`src/hdl/lcg_pkg.sv`:
```
// shared types and constants of the lexicographic combination generator
package lcg_pkg;

    localparam int MAX_SET_DEF = 16;

    localparam int CFG_AW = 2;
    localparam int CFG_DW = 64;

    localparam logic [CFG_AW-1:0] REG_SET_SIZE     = 2'd0;
    localparam logic [CFG_AW-1:0] REG_CHOOSE_COUNT = 2'd1;
    localparam logic [CFG_AW-1:0] REG_CHARS_LOW    = 2'd2;
    localparam logic [CFG_AW-1:0] REG_CHARS_HIGH   = 2'd3;

    localparam logic [4:0]  RST_SET_SIZE     = 5'd3;
    localparam logic [4:0]  RST_CHOOSE_COUNT = 5'd2;
    localparam logic [63:0] RST_CHARS_LOW    = 64'd6513249;
    localparam logic [63:0] RST_CHARS_HIGH   = 64'd0;

    typedef struct packed {
        logic [4:0]   n;
        logic [4:0]   k;
        logic [127:0] chars;
    } t_cfg;

endpackage

```
`src/hdl/lcg_index_mem.sv`:
```
// index store: synchronous memory with per-entry valid bits, empty entry i reads as i
module lcg_index_mem
    import lcg_pkg::*;
#(
    parameter int DEPTH = MAX_SET_DEF
) (
    input  logic                     i_clk,
    input  logic                     i_rst_n,
    input  logic                     i_clear,
    input  logic                     i_rd_en,
    input  logic [$clog2(DEPTH)-1:0] i_rd_addr,
    output logic [3:0]               o_rd_data,
    input  logic                     i_wr_en,
    input  logic [$clog2(DEPTH)-1:0] i_wr_addr,
    input  logic [3:0]               i_wr_data
);

    logic [3:0]       r_mem [DEPTH];
    logic [DEPTH-1:0] r_valid;
    logic [3:0]       r_rd_data;

    always_ff @(posedge i_clk) begin
        if (i_wr_en) begin
            r_mem[i_wr_addr] <= i_wr_data;
        end
    end

    always_ff @(posedge i_clk) begin
        if (!i_rst_n || i_clear) begin
            r_valid <= '0;
        end else if (i_wr_en) begin
            r_valid[i_wr_addr] <= 1'b1;
        end
    end

    always_ff @(posedge i_clk) begin
        if (i_rd_en) begin
            r_rd_data <= r_valid[i_rd_addr] ? r_mem[i_rd_addr] : 4'(i_rd_addr);
        end
    end

    assign o_rd_data = r_rd_data;

endmodule

```
`src/hdl/lcg_cfg.sv`:
```
// configuration registers and saturation of n and k
module lcg_cfg
    import lcg_pkg::*;
#(
    parameter int P_MAX_SET = MAX_SET_DEF
) (
    input  logic              i_clk,
    input  logic              i_rst_n,
    input  logic              i_cfg_we,
    input  logic [CFG_AW-1:0] i_cfg_addr,
    input  logic [CFG_DW-1:0] i_cfg_data,
    output t_cfg              o_cfg,
    output logic              o_reload
);

    localparam logic [4:0] LP_MAX = 5'(P_MAX_SET);

    logic [4:0]  r_set_size;
    logic [4:0]  r_choose_count;
    logic [63:0] r_chars_low;
    logic [63:0] r_chars_high;
    logic [4:0]  w_n;
    logic [4:0]  w_k;

    always_ff @(posedge i_clk) begin
        if (!i_rst_n) begin
            r_set_size     <= RST_SET_SIZE;
            r_choose_count <= RST_CHOOSE_COUNT;
            r_chars_low    <= RST_CHARS_LOW;
            r_chars_high   <= RST_CHARS_HIGH;
        end else if (i_cfg_we) begin
            unique case (i_cfg_addr)
                REG_SET_SIZE:     r_set_size     <= i_cfg_data[4:0];
                REG_CHOOSE_COUNT: r_choose_count <= i_cfg_data[4:0];
                REG_CHARS_LOW:    r_chars_low    <= i_cfg_data;
                REG_CHARS_HIGH:   r_chars_high   <= i_cfg_data;
                default: ;
            endcase
        end
    end

    always_comb begin
        w_n = r_set_size;
        if (w_n == 5'd0) w_n = 5'd1;
        if (w_n > LP_MAX) w_n = LP_MAX;
        w_k = r_choose_count;
        if (w_k == 5'd0) w_k = 5'd1;
        if (w_k > LP_MAX) w_k = LP_MAX;
        if (w_k > w_n) w_k = w_n;
    end

    assign o_cfg.n     = w_n;
    assign o_cfg.k     = w_k;
    assign o_cfg.chars = {r_chars_high, r_chars_low};

    assign o_reload = i_cfg_we &&
        (i_cfg_addr == REG_SET_SIZE || i_cfg_addr == REG_CHOOSE_COUNT);

endmodule

```
`src/hdl/lexicographic_combination_generator_core.sv`:
```
// top level: sequencer that emits one combination per transfer and steps the index store
// after the input transfer the index store is read in S_RD; in S_EMIT the results are then
//   loaded, one result a cycle while the output is not stalled; each item takes k reads of
//   the index store and, if an index can grow, a write-back of each index from it to the end
// the output register lets the next input transfer happen while a result still waits
// reset (synchronous): configuration to defaults, index store reads as 0..15 at once
module lexicographic_combination_generator_core
    import lcg_pkg::*;
#(
    parameter int P_MAX_SET = MAX_SET_DEF
) (
    input  logic              i_clk,
    input  logic              i_rst_n,
    input  logic              i_cfg_we,
    input  logic [CFG_AW-1:0] i_cfg_addr,
    input  logic [CFG_DW-1:0] i_cfg_data,
    input  logic              i_in_valid,
    output logic              o_in_stall,
    input  logic              i_restart,
    output logic              o_out_valid,
    input  logic              i_out_stall,
    output logic [7:0]        o_character,
    output logic [3:0]        o_position,
    output logic [3:0]        o_set_index,
    output logic              o_last,
    output logic              o_has_more
);

    localparam int LP_AW = $clog2(P_MAX_SET);

    localparam logic [1:0] S_IDLE = 2'd0;
    localparam logic [1:0] S_RD   = 2'd1;
    localparam logic [1:0] S_EMIT = 2'd2;
    localparam logic [1:0] S_WR   = 2'd3;

    t_cfg             w_cfg;
    logic             w_reload;
    logic [3:0]       w_rd_val;
    logic             w_rd_en;
    logic [LP_AW-1:0] w_rd_addr;
    logic             w_wr_en;
    logic             w_clear;

    logic [1:0]       r_state, n_state;
    logic [LP_AW-1:0] r_p, n_p;
    logic             r_more, n_more;
    logic             r_grow_hit, n_grow_hit;
    logic [LP_AW-1:0] r_grow, n_grow;
    logic [3:0]       r_wval, n_wval;
    logic             r_out_valid, n_out_valid;
    logic [7:0]       r_character;
    logic [3:0]       r_position;
    logic [3:0]       r_set_index;
    logic             r_last;
    logic             r_has_more;

    logic             w_accept;
    logic             w_out_free;
    logic             w_first;
    logic             w_last_now;
    logic             w_more_now;
    logic             w_hit_now;
    logic [4:0]       w_span;
    logic [4:0]       w_limit;
    logic             w_load;

    lcg_cfg #(
        .P_MAX_SET (P_MAX_SET)
    ) u_cfg (
        .i_clk      (i_clk),
        .i_rst_n    (i_rst_n),
        .i_cfg_we   (i_cfg_we),
        .i_cfg_addr (i_cfg_addr),
        .i_cfg_data (i_cfg_data),
        .o_cfg      (w_cfg),
        .o_reload   (w_reload)
    );

    lcg_index_mem #(
        .DEPTH (P_MAX_SET)
    ) u_mem (
        .i_clk     (i_clk),
        .i_rst_n   (i_rst_n),
        .i_clear   (w_clear),
        .i_rd_en   (w_rd_en),
        .i_rd_addr (w_rd_addr),
        .o_rd_data (w_rd_val),
        .i_wr_en   (w_wr_en),
        .i_wr_addr (r_p),
        .i_wr_data (r_wval)
    );

    assign o_in_stall = (r_state != S_IDLE);
    assign w_accept   = i_in_valid && (r_state == S_IDLE);
    assign w_clear    = w_reload || (w_accept && i_restart);

    assign w_out_free = !r_out_valid || !i_out_stall;
    assign w_first    = (r_p == '0);
    assign w_last_now = (5'(r_p) == (w_cfg.k - 5'd1));
    assign w_span     = w_cfg.n - w_cfg.k;
    assign w_limit    = w_span + 5'(r_p);
    assign w_hit_now  = ({1'b0, w_rd_val} < w_limit);
    assign w_more_now = w_first ? ({1'b0, w_rd_val} < w_span) : r_more;
    assign w_load     = (r_state == S_EMIT) && w_out_free;

    assign w_rd_en   = (r_state == S_RD) || (w_load && !w_last_now);
    assign w_rd_addr = (r_state == S_RD) ? '0 : LP_AW'(r_p + 1'b1);
    assign w_wr_en   = (r_state == S_WR);

    always_comb begin
        n_state     = r_state;
        n_p         = r_p;
        n_more      = r_more;
        n_grow_hit  = r_grow_hit;
        n_grow      = r_grow;
        n_wval      = r_wval;
        n_out_valid = r_out_valid;
        if (!i_out_stall) n_out_valid = 1'b0;
        unique case (r_state)
            S_IDLE: begin
                if (w_accept) begin
                    n_state = S_RD;
                    n_p     = '0;
                end
            end
            S_RD: begin
                n_state    = S_EMIT;
                n_grow_hit = 1'b0;
            end
            S_EMIT: begin
                if (w_out_free) begin
                    n_out_valid = 1'b1;
                    n_more      = w_more_now;
                    if (w_hit_now) begin
                        n_grow_hit = 1'b1;
                        n_grow     = r_p;
                        n_wval     = w_rd_val + 4'd1;
                    end
                    if (w_last_now) begin
                        if (w_hit_now) begin
                            n_state = S_WR;
                            n_p     = r_p;
                        end else if (r_grow_hit) begin
                            n_state = S_WR;
                            n_p     = r_grow;
                        end else begin
                            n_state = S_IDLE;
                        end
                    end else begin
                        n_p = LP_AW'(r_p + 1'b1);
                    end
                end
            end
            S_WR: begin
                if (w_last_now) begin
                    n_state = S_IDLE;
                end else begin
                    n_p    = LP_AW'(r_p + 1'b1);
                    n_wval = r_wval + 4'd1;
                end
            end
            default: n_state = S_IDLE;
        endcase
    end

    always_ff @(posedge i_clk) begin
        if (!i_rst_n) begin
            r_state     <= S_IDLE;
            r_p         <= '0;
            r_more      <= 1'b0;
            r_grow_hit  <= 1'b0;
            r_out_valid <= 1'b0;
        end else begin
            r_state     <= n_state;
            r_p         <= n_p;
            r_more      <= n_more;
            r_grow_hit  <= n_grow_hit;
            r_out_valid <= n_out_valid;
        end
    end

    always_ff @(posedge i_clk) begin
        r_grow <= n_grow;
        r_wval <= n_wval;
        if (w_load) begin
            r_character <= w_cfg.chars[{w_rd_val, 3'b000} +: 8];
            r_position  <= 4'(r_p);
            r_set_index <= w_rd_val;
            r_last      <= w_last_now;
            r_has_more  <= w_more_now;
        end
    end

    assign o_out_valid = r_out_valid;
    assign o_character = r_character;
    assign o_position  = r_position;
    assign o_set_index = r_set_index;
    assign o_last      = r_last;
    assign o_has_more  = r_has_more;

endmodule
```
`config.mk`:
```
export PLATFORM = sky130hd
export DESIGN_NAME = lexicographic_combination_generator_core
export DESIGN_NICKNAME = d
export VERILOG_FILES = /design/src/hdl/lcg_pkg.sv /design/src/hdl/lcg_index_mem.sv /design/src/hdl/lcg_cfg.sv /design/src/hdl/lexicographic_combination_generator_core.sv
export SDC_FILE = /design/constraint.sdc
export NUM_CORES = 1
export LEC_CHECK = 0
export ABC_AREA = 1
export BUFFER_PORTS_ARGS = -buffer_cell sky130_fd_sc_hd__buf_2
export CAP_MARGIN = 20
export CORE_UTILIZATION = 50
export CTS_BUF_LIST = sky130_fd_sc_hd__clkbuf_4 sky130_fd_sc_hd__clkbuf_8
export DETAILED_ROUTE_END_ITERATION = 6
export PLACE_DENSITY = 0.73
export SYNTH_ARGS = -nofsm -noshare
export SYNTH_HDL_FRONTEND = slang
export SYNTH_SLANG_ARGS = --single-unit
```
`constraint.sdc`:
```
create_clock -name i_clk -period 5.67 [get_ports i_clk]
set_input_delay 1.4175 -clock i_clk [delete_from_list [all_inputs] [get_ports i_clk]]
set_output_delay 1.4175 -clock i_clk [all_outputs]
set_load 0.03 [all_outputs]
```
==> impl_summary.log <==
INFO  metric result_of_the_run = finished, final reports clean
INFO  metric clk_transition_reported_paths = 70 ps
INFO  metric rsz_0062_raised_after_global_routing = no
INFO  metric grt_pass1_wl = 50.6 mm
INFO  metric r2r_slack = 1140 ps
INFO  metric finalWirelength = 32.0 mm
INFO  metric worst_hold_path.endpoint = u_cfg.r_chars_high[30]
INFO  metric most_numerous_cell_on_the_critical_path = sky130_fd_sc_hd__nand2_1
INFO  metric die_span_in_y = 156 um
INFO  metric achievable-frequency = 221 MHz
INFO  metric design_area = 13,400 um2
INFO  metric synth-main-ff-cell = sky130_fd_sc_hd__dfxtp_1
INFO  metric layout_worst_path_cycle_share = 80.0%
INFO  metric ant_nets = 0
INFO  metric worst_ep_required_time = 6120 ps
INFO  metric drc = 0
INFO  metric ys_ff_latch = 257
INFO  metric reg2reg_from = u_cfg.r_set_size[4]
INFO  metric insertion_delay = 560 ps
INFO  metric initial_core_util = 51.7%
INFO  metric number_of_antenna_violations_at_the_first_check_in_global_routing = 0
INFO  metric final_slew_violations = 0
INFO  metric yosysWarningCount = 0
INFO  metric grt_overflow_total = 0
INFO  metric detailed_place_hpwl = 20.8 mm
INFO  metric finish.net_count = 1,595
INFO  metric cts.htree.levels = 2
INFO  metric die_width = 156 um
INFO  metric multi_input_area = 4960 um2
INFO  metric totalNegativeSetupSlack = 0 ps
INFO  metric max-clock-path-buffers = 3
INFO  metric critical-path-max-stage-delay = 520 ps
INFO  metric timing.critical_path.arrival = 4980 ps
INFO  metric synth.avg_cell_area = 8.27 um2
INFO  metric hold_depth = 2
INFO  metric synth.most_common_cell = sky130_fd_sc_hd__nor2_1
INFO  metric area.growth.synth_to_final = 12.8%
INFO  metric drt_pass1_iterations = 7
INFO  metric tritoncts = done
INFO  metric hold_buffers = 0
INFO  metric yosysSeqAreaShare = 51.4%
INFO  metric ir_worst_vdd = 0.240 mV
INFO  metric tmin_final = 4530 ps
INFO  metric worstMarginPinSlew = 1020 ps
INFO  metric crit_path_max_fanout = 10
INFO  metric yosys.area.top_type = sky130_fd_sc_hd__dfxtp_1
INFO  metric pin_count_of_the_biggest_net_entering_global_routing = 97
INFO  metric relSlewSlack = 31.9%
INFO  metric final_layout_size_suffix_gt1_share = 14.2%
INFO  metric pin_count = 92
INFO  metric worst_r2r_end = r_p[3]
INFO  metric clock_skew = 16.4 ps
INFO  metric crit_path_end_kind = register
INFO  metric detailed_place.area = 12,500 um2
INFO  metric yosysTopAreaCellShare = 27.6%
INFO  metric final-setup-viol-count = 0
INFO  metric synth_nets = 1,532
INFO  metric routabilityCongestion = 0.887
INFO  metric cts.root.buffer_cell = sky130_fd_sc_hd__clkbuf_8
INFO  metric fp.coreArea = 22,900 um2
INFO  metric fill_cells = 2,083
INFO  metric die-area = 24,300 um2
INFO  metric worst_path_max_delay_cell = sky130_fd_sc_hd__fa_1
INFO  metric yosys-top-cells-count = sky130_fd_sc_hd__nor2_1 (204), sky130_fd_sc_hd__o21ai_0 (189), sky130_fd_sc_hd__nand2_1 (183)
INFO  metric maxCapViolCount = 0
INFO  metric syn-instance-count = 1,433
INFO  metric route.detailed.wl_per_inst = 17.4 um
INFO  metric dp_worst_setup_slack = 1170 ps
INFO  metric synth_edf_count = 94
INFO  metric syn_area = 11,800 um2
INFO  metric port_buffers = 91
INFO  metric globalRouteTotalUtil = 26.6%
INFO  metric power_leakage = 5.44 nW
INFO  metric setup.worst_path.start_class = register
INFO  metric first_iter_violations = 739
INFO  metric path_class = reg -> reg
INFO  metric layout.core_utilization = 58.3%
INFO  metric post_synth_main_area_contributors = sky130_fd_sc_hd__dfxtp_1 (28%), sky130_fd_sc_hd__edfxtp_1 (24%), sky130_fd_sc_hd__o21ai_0 (8.0%)
INFO  metric final-hold-violation-count = 0
INFO  metric hold_slack = 451 ps
INFO  metric hold_path_startpoint = u_cfg.r_chars_high[30]
INFO  metric pwr_density_cell = 504 nW/um2
INFO  metric cts_resized = 0
INFO  metric ys_async_sr_fraction = 0%
INFO  metric via_per_inst = 5.57
INFO  metric worst_hold_path_type = reg -> reg
INFO  metric antenna_cells = 0
INFO  metric regArea = 6090 um2
INFO  metric r2r.worst_path.cells = 29
INFO  metric core.rowCount = 55
INFO  metric tritoncts.num_buffers = 43
INFO  metric via_count = 10,200
INFO  metric clock_sink_count = 257
INFO  metric cts_setup_buffers = 0
INFO  metric grt_pass1_vias = 9,720
INFO  metric synthDistinctLibCells = 38
INFO  metric worst_slack = 1140 ps
## layout make-up
type / instances / area share (%)
sequential: 257 / 45.6
multi-input combinational: 962 / 37.1
clock buffer: 71 / 6.38
timing repair buffer: 106 / 4.25
inverter: 126 / 3.54
tap: 313 / 2.93
clock inverter: 5 / 0.215
## where the power goes
group,total [mW],internal (mW),switching [mW]
Clock,1.68,0.945,0.733
Combinational,2.54,0.806,1.74
Sequential,2.51,2.24,0.265
Total,6.73,3.99,2.74
## through the flow
step	total power, mW	std cells
after CTS	6.72	1840
final	6.73	1840
after detailed placement	5.05	1764
after global routing	7.15	1840
after floorplan	4.28	1433
after global placement	4.99	1764
## critical path, delay by kind of cell (launching register included)
family,cells,cell delay (ps)
buf+inv,4,330
fa+ha+maj,5,1840
simple gates,17,1590
compound gates,3,330
flops,1,330
## metal layers
| metal | up-vias | routed length [um] | global-route usage [%] | share of wire, % |
|---|---|---|---|---|
| li1 | 4974 | - | - | - |
| met1 | 4829 | 13200 | 32.6 | 41 |
| met2 | 384 | 15500 | 45.2 | 48 |
| met4 | 0 | 1070 | 12.2 | 3.3 |
| met3 | 61 | 2290 | 5.33 | 7.1 |
| met5 | - | 0 | 0 | 0 |
## state kept, by name, summed over array words and instances, names as in the netlist
register,count
o_character,8
o_has_more,1
o_last,1
o_out_valid,1
o_position,4
o_set_index,4
r_grow,4
r_grow_hit,1
r_more,1
r_p,4
r_state,2
r_wval,4
u_cfg.r_chars_high,64
u_cfg.r_chars_low,64
u_cfg.r_choose_count,5
u_cfg.r_set_size,5
u_mem.o_rd_data,4
u_mem.r_mem,64
u_mem.r_valid,16
## cells in the final DEF (no fill, tap or decap), types with 5 or more instances in the layout
cell	n
sky130_fd_sc_hd__nor2_1	203
sky130_fd_sc_hd__o21ai_0	189
sky130_fd_sc_hd__nand2_1	182
sky130_fd_sc_hd__dfxtp_1	163
sky130_fd_sc_hd__a21oi_1	148
sky130_fd_sc_hd__inv_1	122
sky130_fd_sc_hd__edfxtp_1	94
sky130_fd_sc_hd__buf_2	91
sky130_fd_sc_hd__nand3_1	82
sky130_fd_sc_hd__clkbuf_8	51
sky130_fd_sc_hd__ha_1	25
sky130_fd_sc_hd__o211ai_1	20
sky130_fd_sc_hd__clkbuf_4	20
sky130_fd_sc_hd__o221ai_1	16
sky130_fd_sc_hd__mux2i_1	16
sky130_fd_sc_hd__buf_4	15
sky130_fd_sc_hd__nand2_2	13
sky130_fd_sc_hd__o22ai_1	12
sky130_fd_sc_hd__nand2_4	6
sky130_fd_sc_hd__xor2_1	5
sky130_fd_sc_hd__o21ai_1	5
## kinds of logic (layout without fill, tap and decap cells)
group           after synthesis  after routing  synth area share (%)
simple gates                504            504                  18.2
compound gates              407            407                  18.6
flops                       257            257                  51.4
buf+inv                     214            308                  6.89
fa+ha+maj                    27             27                  2.98
mux                          16             16                  1.35
xor+xnor                      8              8                 0.592
## worst max path at each step
stage	slack [ps]	start	to
2_1_floorplan	1640	u_cfg.r_choose_count[0]	r_p[3]
3_3_place_gp	1360	u_cfg.r_set_size[4]	r_p[3]
3_5_place_dp	1170	u_cfg.r_set_size[4]	r_p[3]
4_1_cts	1160	u_cfg.r_set_size[4]	r_p[3]
5_1_grt	690	u_cfg.r_choose_count[0]	r_p[3]
6_report	1140	u_cfg.r_set_size[4]	r_p[3]
No activity file was read; power rests on OpenSTA's default activity.
